`src/rtl/core/tlblru_pkg.sv`:
```
`timescale 1ns / 1ps
// Shared types and constants for the fully associative LRU translation buffer.
// Used by the controller, the datapath and the top level; depends on nothing.

package tlblru_pkg;

   localparam int VADDR_BITS  = 24;
   localparam int OFFSET_BITS = 12;
   localparam int VPN_BITS    = 12;
   localparam int PPN_BITS    = 9;
   localparam int PADDR_BITS  = PPN_BITS + OFFSET_BITS;

   localparam logic FUNC_LOOKUP = 1'b0;
   localparam logic FUNC_FILL   = 1'b1;

   typedef struct packed {
      logic                  func;
      logic [VADDR_BITS-1:0] vaddr;
      logic                  write;
      logic [PPN_BITS-1:0]   fill_ppn;
   } req_type;

   typedef struct packed {
      logic                  hit;
      logic [PADDR_BITS-1:0] paddr;
      logic                  mark_pte_dirty;
   } rsp_type;

   // Commands from the controller to the datapath.
   typedef struct packed {
      logic capture;
      logic execute;
      logic respond;
   } ctrl_cmd_type;

endpackage

```
`src/rtl/core/tlblru_ram.sv`:
```
`timescale 1ns / 1ps
// Generic simple dual-port RAM: one write port, one read port with registered data.
// Standalone; no package dependencies.

module tlblru_ram #(
   parameter int WIDTH = 9,
   parameter int DEPTH = 16
) (
   input  logic                     clock,
   input  logic                     wr_en,
   input  logic [$clog2(DEPTH)-1:0] wr_addr,
   input  logic [WIDTH-1:0]         wr_data,
   input  logic                     rd_en,
   input  logic [$clog2(DEPTH)-1:0] rd_addr,
   output logic [WIDTH-1:0]         rd_data
);

   logic [WIDTH-1:0] mem [DEPTH];
   logic [WIDTH-1:0] rd_data_ff;

   always_ff @(posedge clock) begin
      if (wr_en) begin
         mem[wr_addr] <= wr_data;
      end
      if (rd_en) begin
         rd_data_ff <= mem[rd_addr];
      end
   end

   assign rd_data = rd_data_ff;

endmodule

```
`src/rtl/core/tlblru_ctrl.sv`:
```
`timescale 1ns / 1ps
// Sequencer for the translation buffer: accept, compare/update, respond.
// Depends on tlblru_pkg for the command struct.

module tlblru_ctrl (
   input  logic                    clock,
   input  logic                    reset,
   input  logic                    start,
   output logic                    busy,
   output logic                    rsp_valid,
   output tlblru_pkg::ctrl_cmd_type cmd
);

   localparam logic [1:0] ST_IDLE = 2'd0;
   localparam logic [1:0] ST_LOOK = 2'd1;
   localparam logic [1:0] ST_RESP = 2'd2;

   logic [1:0] state_ff;
   logic [1:0] state_in;
   logic       accept;

   assign busy   = (state_ff == ST_LOOK);
   assign accept = start && !busy;

   always_comb begin
      state_in = state_ff;
      case (state_ff)
         ST_IDLE: begin
            if (accept) state_in = ST_LOOK;
         end
         ST_LOOK: begin
            state_in = ST_RESP;
         end
         ST_RESP: begin
            // take the next request while this result is on the port
            state_in = accept ? ST_LOOK : ST_IDLE;
         end
         default: begin
            state_in = ST_IDLE;
         end
      endcase
   end

   always_ff @(posedge clock) begin
      if (reset) begin
         state_ff <= ST_IDLE;
      end else begin
         state_ff <= state_in;
      end
   end

   assign cmd.capture = accept;
   assign cmd.execute = (state_ff == ST_LOOK);
   assign cmd.respond = (state_ff == ST_RESP);
   assign rsp_valid   = cmd.respond;

`ifndef NO_ASSERTIONS
   a_look_then_resp: assert property (@(posedge clock) disable iff (reset)
      cmd.execute |=> cmd.respond)
      else $error("compare cycle not followed by response");
   a_resp_after_accept: assert property (@(posedge clock) disable iff (reset)
      rsp_valid |-> $past(accept, 2))
      else $error("response without accepted request");
`endif

endmodule

```
`src/rtl/core/tlblru_dp.sv`:
```
`timescale 1ns / 1ps
// Datapath: tag compare over all entries, victim choice, LRU rank update,
// valid/dirty/tag registers and the frame RAM. Depends on tlblru_pkg, tlblru_ram.

module tlblru_dp #(
   parameter int ENTRIES = 16
) (
   input  logic                     clock,
   input  logic                     reset,
   input  tlblru_pkg::ctrl_cmd_type cmd,
   input  tlblru_pkg::req_type      req_data,
   output tlblru_pkg::rsp_type      rsp_data
);

   localparam int IDX_W = $clog2(ENTRIES);

   tlblru_pkg::req_type              req_ff;
   logic [ENTRIES-1:0]               valid_ff;
   logic [ENTRIES-1:0]               dirty_ff;
   logic [tlblru_pkg::VPN_BITS-1:0]  vpn_ff  [ENTRIES];
   logic [IDX_W-1:0]                 rank_ff [ENTRIES];
   logic                             hit_ff;
   logic                             mark_ff;

   logic [tlblru_pkg::VPN_BITS-1:0]  req_vpn;
   logic [ENTRIES-1:0]               match;
   logic [ENTRIES-1:0]               rank_zero;
   logic [ENTRIES-1:0]               rank_last;
   logic                             any_match;
   logic [IDX_W-1:0]                 hit_idx;
   logic [IDX_W-1:0]                 free_idx;
   logic [IDX_W-1:0]                 lru_idx;
   logic [IDX_W-1:0]                 sel_idx;
   logic [IDX_W-1:0]                 old_rank;
   logic                             is_lookup;
   logic                             do_update;
   logic                             hit_in;
   logic                             mark_in;
   logic                             fill_we;
   logic [tlblru_pkg::PPN_BITS-1:0]  ram_rdata;

   assign req_vpn   = req_ff.vaddr[tlblru_pkg::OFFSET_BITS +: tlblru_pkg::VPN_BITS];
   assign is_lookup = (req_ff.func == tlblru_pkg::FUNC_LOOKUP);

   always_comb begin
      for (int i = 0; i < ENTRIES; i++) begin
         match[i]     = valid_ff[i] && (vpn_ff[i] == req_vpn);
         rank_zero[i] = (rank_ff[i] == '0);
         rank_last[i] = (rank_ff[i] == IDX_W'(ENTRIES - 1));
      end
   end

   assign any_match = |match;

   // lowest numbered match, lowest numbered free slot, and the LRU slot
   always_comb begin
      hit_idx  = '0;
      free_idx = '0;
      lru_idx  = '0;
      for (int i = ENTRIES - 1; i >= 0; i--) begin
         if (match[i])     hit_idx  = IDX_W'(i);
         if (!valid_ff[i]) free_idx = IDX_W'(i);
         if (rank_last[i]) lru_idx  = IDX_W'(i);
      end
   end

   assign sel_idx   = is_lookup ? hit_idx : ((&valid_ff) ? lru_idx : free_idx);
   assign old_rank  = rank_ff[sel_idx];
   assign do_update = cmd.execute && (!is_lookup || any_match);
   assign fill_we   = cmd.execute && !is_lookup;
   assign hit_in    = is_lookup && any_match;
   assign mark_in   = hit_in && req_ff.write && !dirty_ff[sel_idx];

   always_ff @(posedge clock) begin
      if (cmd.capture) begin
         req_ff <= req_data;
      end
      if (cmd.execute) begin
         hit_ff  <= hit_in;
         mark_ff <= mark_in;
      end
      if (fill_we) begin
         vpn_ff[sel_idx] <= req_vpn;
      end
   end

   always_ff @(posedge clock) begin
      if (reset) begin
         valid_ff <= '0;
         dirty_ff <= '0;
         for (int i = 0; i < ENTRIES; i++) begin
            rank_ff[i] <= IDX_W'(i);
         end
      end else begin
         if (fill_we) begin
            valid_ff[sel_idx] <= 1'b1;
            dirty_ff[sel_idx] <= 1'b0;
         end else if (mark_in && cmd.execute) begin
            dirty_ff[sel_idx] <= 1'b1;
         end
         if (do_update) begin
            // move the chosen entry to the front, age the ones ahead of it
            for (int i = 0; i < ENTRIES; i++) begin
               if (IDX_W'(i) == sel_idx) begin
                  rank_ff[i] <= '0;
               end else if (rank_ff[i] < old_rank) begin
                  rank_ff[i] <= rank_ff[i] + 1'b1;
               end
            end
         end
      end
   end

   tlblru_ram #(
      .WIDTH (tlblru_pkg::PPN_BITS),
      .DEPTH (ENTRIES)
   ) u_ppn_ram (
      .clock   (clock),
      .wr_en   (fill_we),
      .wr_addr (sel_idx),
      .wr_data (req_ff.fill_ppn),
      .rd_en   (cmd.execute && is_lookup),
      .rd_addr (sel_idx),
      .rd_data (ram_rdata)
   );

   always_comb begin
      rsp_data.hit            = hit_ff;
      rsp_data.mark_pte_dirty = mark_ff;
      rsp_data.paddr          = hit_ff ?
         {ram_rdata, req_ff.vaddr[tlblru_pkg::OFFSET_BITS-1:0]} : '0;
   end

`ifndef NO_ASSERTIONS
   a_one_mru: assert property (@(posedge clock) disable iff (reset)
      $onehot(rank_zero))
      else $error("recency order lost its most recent entry");
   a_one_lru: assert property (@(posedge clock) disable iff (reset)
      $onehot(rank_last))
      else $error("recency order lost its least recent entry");
   a_fill_valid: assert property (@(posedge clock) disable iff (reset)
      fill_we |=> valid_ff[$past(sel_idx)] && rank_ff[$past(sel_idx)] == '0)
      else $error("filled entry not valid and most recent");
   a_mark_hit: assert property (@(posedge clock) disable iff (reset)
      cmd.respond && mark_ff |-> hit_ff)
      else $error("dirty mark request without a hit");
`endif

endmodule

```
`src/rtl/core/tlb_lru_lookup_fill_top.sv`:
```
`timescale 1ns / 1ps
// Top level of the fully associative LRU translation buffer.
// Depends on tlblru_pkg, tlblru_ctrl, tlblru_dp (which holds tlblru_ram).

// Usage:
//   Request channel: drive req_data and raise start; the request is taken at a
//   rising edge where start is high and busy is low. func selects lookup or fill.
//   Response channel: rsp_valid is high for exactly one cycle with rsp_data;
//   the receiver must take it then, it cannot stall the block.
//   The compare cycle follows the accepting edge; tag compare, LRU/tag
//   update and the registered frame RAM read all finish at its closing edge.
//   The response is on the port in the next cycle. busy is high only in the
//   compare cycle, so a new request is taken while the previous response is
//   on the port.
//   The compare cycle is set by the parallel tag match, the priority select of
//   the hit or victim entry and the rank update over all ENTRIES entries.
//   A miss returns hit, paddr and mark_pte_dirty as zero; so does every fill.
//   Reset (synchronous) clears all valid and dirty marks and sets the recency
//   order to the entry index; it needs no clearing pass, the block is ready in
//   the cycle after reset drops. Tags and frame numbers are not reset.

module tlb_lru_lookup_fill_top #(
   parameter int ENTRIES = 16
) (
   input  logic                clock,
   input  logic                reset,
   input  logic                start,
   output logic                busy,
   input  tlblru_pkg::req_type req_data,
   output logic                rsp_valid,
   output tlblru_pkg::rsp_type rsp_data
);

   tlblru_pkg::ctrl_cmd_type cmd;

   tlblru_ctrl u_ctrl (
      .clock     (clock),
      .reset     (reset),
      .start     (start),
      .busy      (busy),
      .rsp_valid (rsp_valid),
      .cmd       (cmd)
   );

   tlblru_dp #(
      .ENTRIES (ENTRIES)
   ) u_dp (
      .clock    (clock),
      .reset    (reset),
      .cmd      (cmd),
      .req_data (req_data),
      .rsp_data (rsp_data)
   );

endmodule
```
`config.mk`:
```
export PLATFORM = sky130hd
export DESIGN_NAME = tlb_lru_lookup_fill_top
export DESIGN_NICKNAME = d
export VERILOG_FILES = /design/src/rtl/core/tlblru_pkg.sv /design/src/rtl/core/tlblru_ram.sv /design/src/rtl/core/tlblru_ctrl.sv /design/src/rtl/core/tlblru_dp.sv /design/src/rtl/core/tlb_lru_lookup_fill_top.sv
export SDC_FILE = /design/constraint.sdc
export NUM_CORES = 1
export LEC_CHECK = 0
export BUFFER_PORTS_ARGS = -buffer_cell sky130_fd_sc_hd__buf_4
export CAP_MARGIN = 20
export CORE_ASPECT_RATIO = 1.25
export CORE_MARGIN = 2
export CORE_UTILIZATION = 38
export DETAILED_ROUTE_END_ITERATION = 8
export PLACE_DENSITY = 0.55
export SLEW_MARGIN = 20
export SYNTH_ARGS = -nofsm -noshare
export SYNTH_HDL_FRONTEND = slang
export SYNTH_SLANG_ARGS = --single-unit
```
`constraint.sdc`:
```
create_clock -name clock -period 7.48 [get_ports clock]
set_input_delay 0 -clock clock [delete_from_list [all_inputs] [get_ports clock]]
set_output_delay 0 -clock clock [all_outputs]
set_load 0.005 [all_outputs]
```
==> flow_summary_export.csv, run 1 <==
group,metric,value,unit
clock_tree,worst_setup_hold_path_clk_slew,0.06,ns
layout,syn2layout_area_growth,14.8,%
route,dr.pass1.iters,5,
floorplanning,die_height,279,µm
critical_path,cp_num_cells,20,
sta,slew-limit-headroom,28.6,%
synthesis,synth-edff-count,446,
route,detailroute.via_count,15768,
route,wl_per_cell,22.8,µm
layout,num-nets-final,2086,
global_routing,grt_max_degree,81,
clock_tree,insertion_delay,0.62,ns
critical_path,worst_setup_path_endpoint,"u_dp.rank_ff[6][1]",
sta,fin_worst_skew,0.0348,ns
floorplanning,core-area,59700,µm²
clock_tree,cts_inserted_buffers,50,
place,portBuffers,62,
global_routing,grt_first_pass_wirelength,96600,µm
critical_path,path_max_fanout,23,
place,dpl.hpwl,41000,µm
global_routing,number_of_global_route_vias_before_repair,15512,
power,leakagePower,0.00882,µW
synthesis,synth.lib_cells_used.distinct,86,
synthesis,synth_async_sr_flop_share,0,%
clock_tree,post-cts-setup-buffers,0,
sta,timing_hold_violations_final,0,
power,totalPowerFinal,5920,µW
route,detail_route.iter0.violations,1417,
critical_path,critical_path.cell_chain,"buf_4 -> xnor2_1 -> nand4_1 -> nor4_1 -> nand2b_1 -> a21o_1 -> o21ai_0 -> nor2_4 -> buf_4 -> nand2_1 -> and3_1 -> a311oi_1 -> a31oi_1 -> a21o_1 -> ha_1 -> o21ai_0 -> a41oi_2 -> o22ai_1 -> or3_1 -> a21o_1",
route,avgViaCountPerCell,5.62,
critical_path,r2r_cells,20,
floorplanning,die_width,224,µm
status,run_status,"finished, final reports clean",
critical_path,worstPathBufferInverterCount,2,
layout,post-route-util,44.3,%
power,power_per_cell_area,224,nW/µm²
synthesis,postSynthAreaPerCell,12.2,µm²
flow_run,cap_viol_max_count,0,
synthesis,yosysTopAreaCellShare,58.2,%
synthesis,post_synth_most_frequent_cells,"edfxtp_1 (446), nand2_1 (246), xnor2_1 (191)",
global_routing,globalRouteTotalUtil,20.4,%
global_routing,grt_overflow_total,0,
worst_hold_path,min_path_type,"input port to register",
synthesis,yosys.area.top_type,"edfxtp_1",
critical_path,worstPathRequired,7.84,ns
sta,final.min_clock_period,6.72,ns
clock_tree,cts.sinks,480,
sta,tns,0,ns
floorplanning,die_area,62600,µm²
critical_path,setup.worst_path.end_class,"register",
clock_tree,number_of_levels_in_the_clock_h_tree,2,
synthesis,synth-seq-area-share,61.1,%
critical_path,worst_path_max_delay_cell,"edfxtp_1",
synthesis,syn_nets,1974,
sta,clock.fmax,149,MHz
sta,rsz0062_at_grt,"no",
clock_tree,clockBufferDepth,3,
critical_path,library_cell_appearing_most_often_on_the_critical_path,"a21o_1",
critical_path,crit_path_start_kind,"register",
critical_path,worstSetupStartpoint,"u_dp.req_ff[27]",
place,placed_area,24400,µm²
floorplanning,floorplan.initialDensity,38.6,%
clock_tree,cts.root.buffer_cell,"clkbuf_16",
clock_tree,cts_repair_resize_count,0,
sta,worst-slew-pin-transition,1.06,ns
sta,final_min_period_over_clock_period,89.8,%
synthesis,mapped_cells,1888,
sta,timing.final.setup_violations,0,
synthesis,post_synth_main_area_contributors,"edfxtp_1 (58%), xnor2_1 (7.3%), nand2_1 (4.0%)",
place,gp_routability_congestion,0.904,
critical_path,regToRegSetupSlack,0.76,ns
synthesis,yosys_warnings,0,
critical_path,critical_path.max_stage_delay,1.06,ns
global_routing,antenna_found_initial,0,
critical_path,r2r-end,"u_dp.rank_ff[6][1]",
critical_path,critical_path.reg2reg.startpoint,"u_dp.req_ff[27]",
floorplanning,placement_rows,100,
critical_path,critPathTopFamily,"simple AND/OR/NAND/NOR gates",
critical_path,worst_path_arrival_time,7.07,ns
synthesis,most_used_flip_flop_cell_after_synthesis,"edfxtp_1",
synthesis,syn-cell-area,23000,µm²
critical_path,critical_path_class,"register to register",
route,drt-total-wl,64100,µm
layout,num_antenna_cells,0,
floorplanning,floorplan.io_pins,63,
clock_tree,clock_tree_from_tritoncts,"built",
synthesis,synthMostInstantiatedCell,"edfxtp_1",
layout,post_route_cells_drive_above_1_share,12.7,%
sta,setup_ws,0.762,ns
place,dp_slack,0.870,ns
layout,summed_area_of_non_filler_cells_in_the_final_layout,26400,µm²
power,ir_drop,0.196,mV
sta,number_of_max_slew_violations_in_the_final_report,0,
route,detail-route-antenna-nets,0,
synthesis,synth-seq-cells,480,
route,drc,0,
worst reg2reg max path, delay by kind of cell (launching register included):
| kind | cells | cell delay [ns] |
|---|---|---|
| xor+xnor | 1 | 0.14 |
| simple gates | 7 | 2.10 |
| fa+ha+maj | 1 | 0.42 |
| flops | 1 | 1.06 |
| compound gates | 9 | 2.04 |
| buf+inv | 2 | 0.70 |
layout by cell type, fill, tap and decap left out, types with 8 or more instances in the layout:
cell type | synthesis | routed
a2111oi_0 | 8 | 8
a21o_1 | 9 | 9
a21oi_1 | 44 | 44
a311oi_1 | 16 | 16
a31oi_1 | 16 | 16
a41oi_1 | 9 | 9
and2_1 | 27 | 26
and3_1 | 23 | 23
buf_4 | 7 | 121
clkbuf_1 | 49 | 10
clkbuf_16 | 0 | 50
clkinv_1 | 0 | 11
clkinv_2 | 0 | 11
dfxtp_1 | 34 | 34
dlygate4sd3_1 | 0 | 37
edfxtp_1 | 446 | 446
ha_1 | 48 | 48
inv_1 | 17 | 17
mux2i_1 | 13 | 13
nand2_1 | 246 | 245
nand2b_1 | 20 | 19
nand3_1 | 160 | 160
nand4_1 | 44 | 44
nor2_1 | 112 | 98
nor2_2 | 1 | 14
nor2b_1 | 18 | 18
nor3_1 | 28 | 25
nor4_1 | 22 | 20
o211ai_1 | 17 | 17
o21a_1 | 10 | 10
o21ai_0 | 32 | 32
or3_1 | 12 | 12
or4_1 | 11 | 11
xnor2_1 | 191 | 191
xor2_1 | 18 | 18
power breakdown:
| group | leakage, µW | internal, µW | switching [µW] |
|---|---|---|---|
| Combinational | 0.00369 | 171 | 231 |
| Sequential | 0.00433 | 2980 | 67.5 |
| Clock | 0.000793 | 1400 | 1080 |
| Total | 0.00882 | 4540 | 1380 |
routing by layer:
metal | track usage (%) | part of all wire [%]
met5 | 0 | 0
met4 | 7.49 | 3.5
met3 | 3.06 | 5.2
met2 | 34.5 | 49
met1 | 26.4 | 43
metrics by stage:
| stage | hold WS (ns) | std cells |
|---|---|---|
| 2_1_floorplan | 0.0989 | 1888 |
| 3_3_place_gp | 0.178 | 2673 |
| 3_5_place_dp | 0.179 | 2674 |
| 4_1_cts | 0.0571 | 2804 |
| 5_1_grt | 0.0677 | 2806 |
| 6_report | 0.104 | 2806 |
worst min path at each step:
stage | end | startpoint | depth (start not counted) | slack, ns
3_3_place_gp | u_dp.req_ff[8] | req_data[8] | 1 | 0.18
3_5_place_dp | u_dp.req_ff[30] | req_data[30] | 1 | 0.18
4_1_cts | u_dp.req_ff[30] | req_data[30] | 2 | 0.06
6_report | u_dp.req_ff[5] | req_data[5] | 2 | 0.10
5_1_grt | u_dp.req_ff[30] | req_data[30] | 2 | 0.07
2_1_floorplan | u_dp.req_ff[0] | req_data[0] | 0 | 0.1
timing repair:
item                                    in CTS  in global routing
endpoints found under the setup margin       0                  0
endpoints found under the hold margin       52                  0
hold buffers                                37                  0
logic make-up after synthesis:
family	count (synthesis)	synth area share, %
adders and majority gates	54	2.88
buffers and inverters	119	2.91
xor gates and xnor gates	209	7.95
muxes	17	0.761
DFF	480	61.1
and+or+nand+nor	758	16.2
AOI/OAI and AO/OA	251	8.14
layout make-up:
type | count | area [µm²]
clock buffers | 62 | 1320
multi-input cells | 1289 | 8350
repair buffers | 162 | 1350
well taps | 765 | 957
inverters | 17 | 63.8
fillers | 5431 | 33300
clock inverters | 31 | 309
flip-flops and latches | 480 | 14100
flip-flops by register name, indices dropped and copies added (netlist names), named ones only:
name,flops
u_dp.vpn_ff,192
u_dp.u_ppn_ram.mem,144
u_dp.rank_ff,64
u_dp.req_ff,35
u_dp.valid_ff,16
u_dp.u_ppn_ram.rd_data,9
u_ctrl.state_ff,2
u_dp.hit_ff,1
u_dp.mark_ff,1
No activity file was read; power rests on OpenSTA's default activity.
==> inputs of run 2 (changes only) <==
CELL_PAD_IN_SITES_DETAIL_PLACEMENT = 1   (was not set)
CELL_PAD_IN_SITES_GLOBAL_PLACEMENT = 1   (was not set)
CORE_UTILIZATION = 53   (was 38)
PLACE_DENSITY = 0.83   (was 0.55)
SYNTH_HIERARCHICAL = 1   (was not set)
==> run 2 against run 1 <==
Compared with the run above: final area shrank 1.6%; clock skew up 0.013 ns; core utilization is 16 points higher; setup slack worse by 0.47 ns; die area is 28% lower; fmax decreased by 6.6%; first-iteration DRC count rose by 29%; critical path type unchanged.
==> flow_summary_export.csv, run 2 <==
group,metric,value,unit
route,detail-route-antenna-nets,0,
floorplanning,die_width,190,µm
sta,worst-slew-pin-transition,1.22,ns
critical_path,worstPathRequired,7.71,ns
critical_path,worst_path_max_delay_cell,"edfxtp_1",
critical_path,r2r_cells,19,
global_routing,grt_first_pass_wirelength,111000,µm
critical_path,worstPathBufferInverterCount,3,
critical_path,worst_path_arrival_time,7.42,ns
place,placed_area,23900,µm²
sta,timing_hold_violations_final,0,
place,portBuffers,62,
critical_path,path_max_fanout,30,
floorplanning,die_area,44900,µm²
clock_tree,cts.sinks,480,
route,detailroute.via_count,16204,
place,gp_routability_congestion,0.883,
route,detail_route.iter0.violations,1831,
critical_path,critical_path_class,"register to register",
worst_hold_path,min_path_type,"input port to register",
sta,tns,0,ns
critical_path,regToRegSetupSlack,0.29,ns
clock_tree,post-cts-setup-buffers,0,
route,drt-total-wl,73700,µm
floorplanning,floorplan.io_pins,63,
synthesis,yosys_warnings,6,
clock_tree,number_of_levels_in_the_clock_h_tree,2,
layout,mostFrequentLayoutCell,"edfxtp_1",
global_routing,grt_overflow_total,0,
layout,syn2layout_area_growth,13.5,%
status,run_status,"finished, final reports clean",
synthesis,syn-cell-area,22900,µm²
critical_path,critPathTopFamily,"compound AO/OA/AOI/OAI gates",
place,dpl.hpwl,44200,µm
floorplanning,die_height,236,µm
global_routing,grt_max_degree,53,
synthesis,syn_nets,1778,
layout,top_register,"u_dp/vpn_ff",
sta,rsz0062_at_grt,"no",
sta,final_min_period_over_clock_period,96.1,%
place,place_inst,2285,
global_routing,globalRouteTotalUtil,33.3,%
route,dr.pass1.iters,7,
layout,post_route_cells_drive_above_1_share,13.9,%
layout,summed_area_of_non_filler_cells_in_the_final_layout,26000,µm²
clock_tree,clock_tree_from_tritoncts,"built",
sta,clock.fmax,139,MHz
flow_run,cap_viol_max_count,0,
sta,fin_worst_skew,0.0483,ns
sta,number_of_max_slew_violations_in_the_final_report,0,
floorplanning,floorplan.initialDensity,53.4,%
floorplanning,core-area,42900,µm²
layout,most-common-layout-cells,"edfxtp_1 (446), xnor2_1 (204), nand2_1 (136)",
synthesis,postSynthAreaPerCell,13.5,µm²
sta,final.min_clock_period,7.19,ns
layout,nFillCells,4063,
power,ir_drop,0.224,mV
clock_tree,cts.root.buffer_cell,"clkbuf_16",
critical_path,critical_path.cell_chain,"buf_4 -> xnor2_1 -> nand4_1 -> o41ai_2 -> nor2_1 -> o21ai_1 -> o211a_1 -> buf_4 -> nand2_1 -> a311o_1 -> o21ai_0 -> o21ai_1 -> buf_4 -> ha_1 -> nor3_1 -> nor2_1 -> o41a_1 -> maj3_2 -> a31oi_1",
global_routing,antenna_found_initial,0,
route,wl_per_cell,30.6,µm
sta,slew-limit-headroom,18.0,%
power,leakagePower,0.00837,µW
layout,finish.cell_count_without_fillers,2413,
worst_hold_path,whs_endpoint,"u_dp/req_ff[32]",
critical_path,r2r-end,"u_dp/rank_ff[14][3]",
clock_tree,worst_setup_hold_path_clk_slew,0.07,ns
layout,reg_top3,"u_dp/vpn_ff (192), u_dp/u_ppn_ram/mem (144), u_dp/rank_ff (64)",
clock_tree,clockBufferDepth,3,
critical_path,critical_path.max_stage_delay,1.04,ns
route,avgViaCountPerCell,6.72,
layout,largest_register_ffs,192,
layout,num-nets-final,1894,
critical_path,crit_path_start_kind,"register",
route,drc,0,
clock_tree,hold_buffers,38,
clock_tree,insertion_delay,0.63,ns
clock_tree,cts_repair_resize_count,0,
global_routing,number_of_global_route_vias_before_repair,17308,
critical_path,library_cell_appearing_most_often_on_the_critical_path,"buf_4",
critical_path,critical_path.reg2reg.startpoint,"u_dp/req_ff[25]",
worst_hold_path,worstHoldStart,"req_data[32]",
critical_path,setup.worst_path.end_class,"register",
worst_hold_path,holdPathStages,2,
power,power_per_cell_area,234,nW/µm²
floorplanning,placement_rows,85,
synthesis,mapped_cells,1692,
sta,timing.final.setup_violations,0,
clock_tree,cts_inserted_buffers,48,
[run 2: final cells by class]
class / instances / area (µm²) / share of cell area, %
clock inverter: 33 / 380 / 1.46
tap: 565 / 707 / 2.72
sequential: 480 / 14100 / 54.1
antenna: 1 / 2.50 / 0.00963
multi-input combinational: 1108 / 8230 / 31.7
clock buffer: 56 / 1260 / 4.85
timing repair buffer: 150 / 1260 / 4.84
inverter: 20 / 80.1 / 0.308
[run 2: power breakdown]
group	leakage, µW	switching, µW	total (µW)	internal, µW
sequential	0.00432	80.2	3060	2980
clock	0.000798	1150	2580	1430
combinational	0.00325	267	448	181
total	0.00837	1500	6090	4590
[run 2: worst max-delay path by stage]
stage / start / slack, ns / end / cells past startpoint
floorplan: u_dp/req_ff[24] / 1.14 / u_dp/rank_ff[13][0] / 22
global placement: u_dp/req_ff[25] / 1.23 / u_dp/rank_ff[13][2] / 20
detailed placement: u_dp/req_ff[26] / 0.91 / u_dp/rank_ff[13][2] / 18
CTS: u_dp/req_ff[26] / 0.61 / u_dp/rank_ff[14][3] / 18
global route: u_dp/req_ff[25] / 0.03 / u_dp/rank_ff[14][3] / 20
finish: u_dp/req_ff[25] / 0.29 / u_dp/rank_ff[14][3] / 19
[run 2: stage by stage]
stage | setup WS, ns | util, % | power (µW) | hold WS, ns
floorplan | 1.14 | - | 3370 | 0.0724
global placement | 1.23 | 55.8 | 3490 | 0.178
detailed placement | 0.914 | 55.9 | 3520 | 0.180
CTS | 0.606 | 60.6 | 6040 | 0.0804
global route | 0.0267 | 60.6 | 6220 | 0.0993
finish | 0.289 | 60.6 | 6090 | 0.104
[run 2: per-layer routing]
| metal | routed length [µm] | global-route usage (%) |
|---|---|---|
| met5 | 0 | 0 |
| met4 | 5050 | 20.2 |
| met3 | 5130 | 5.52 |
| met2 | 37700 | 57.8 |
| met1 | 25900 | 38.6 |
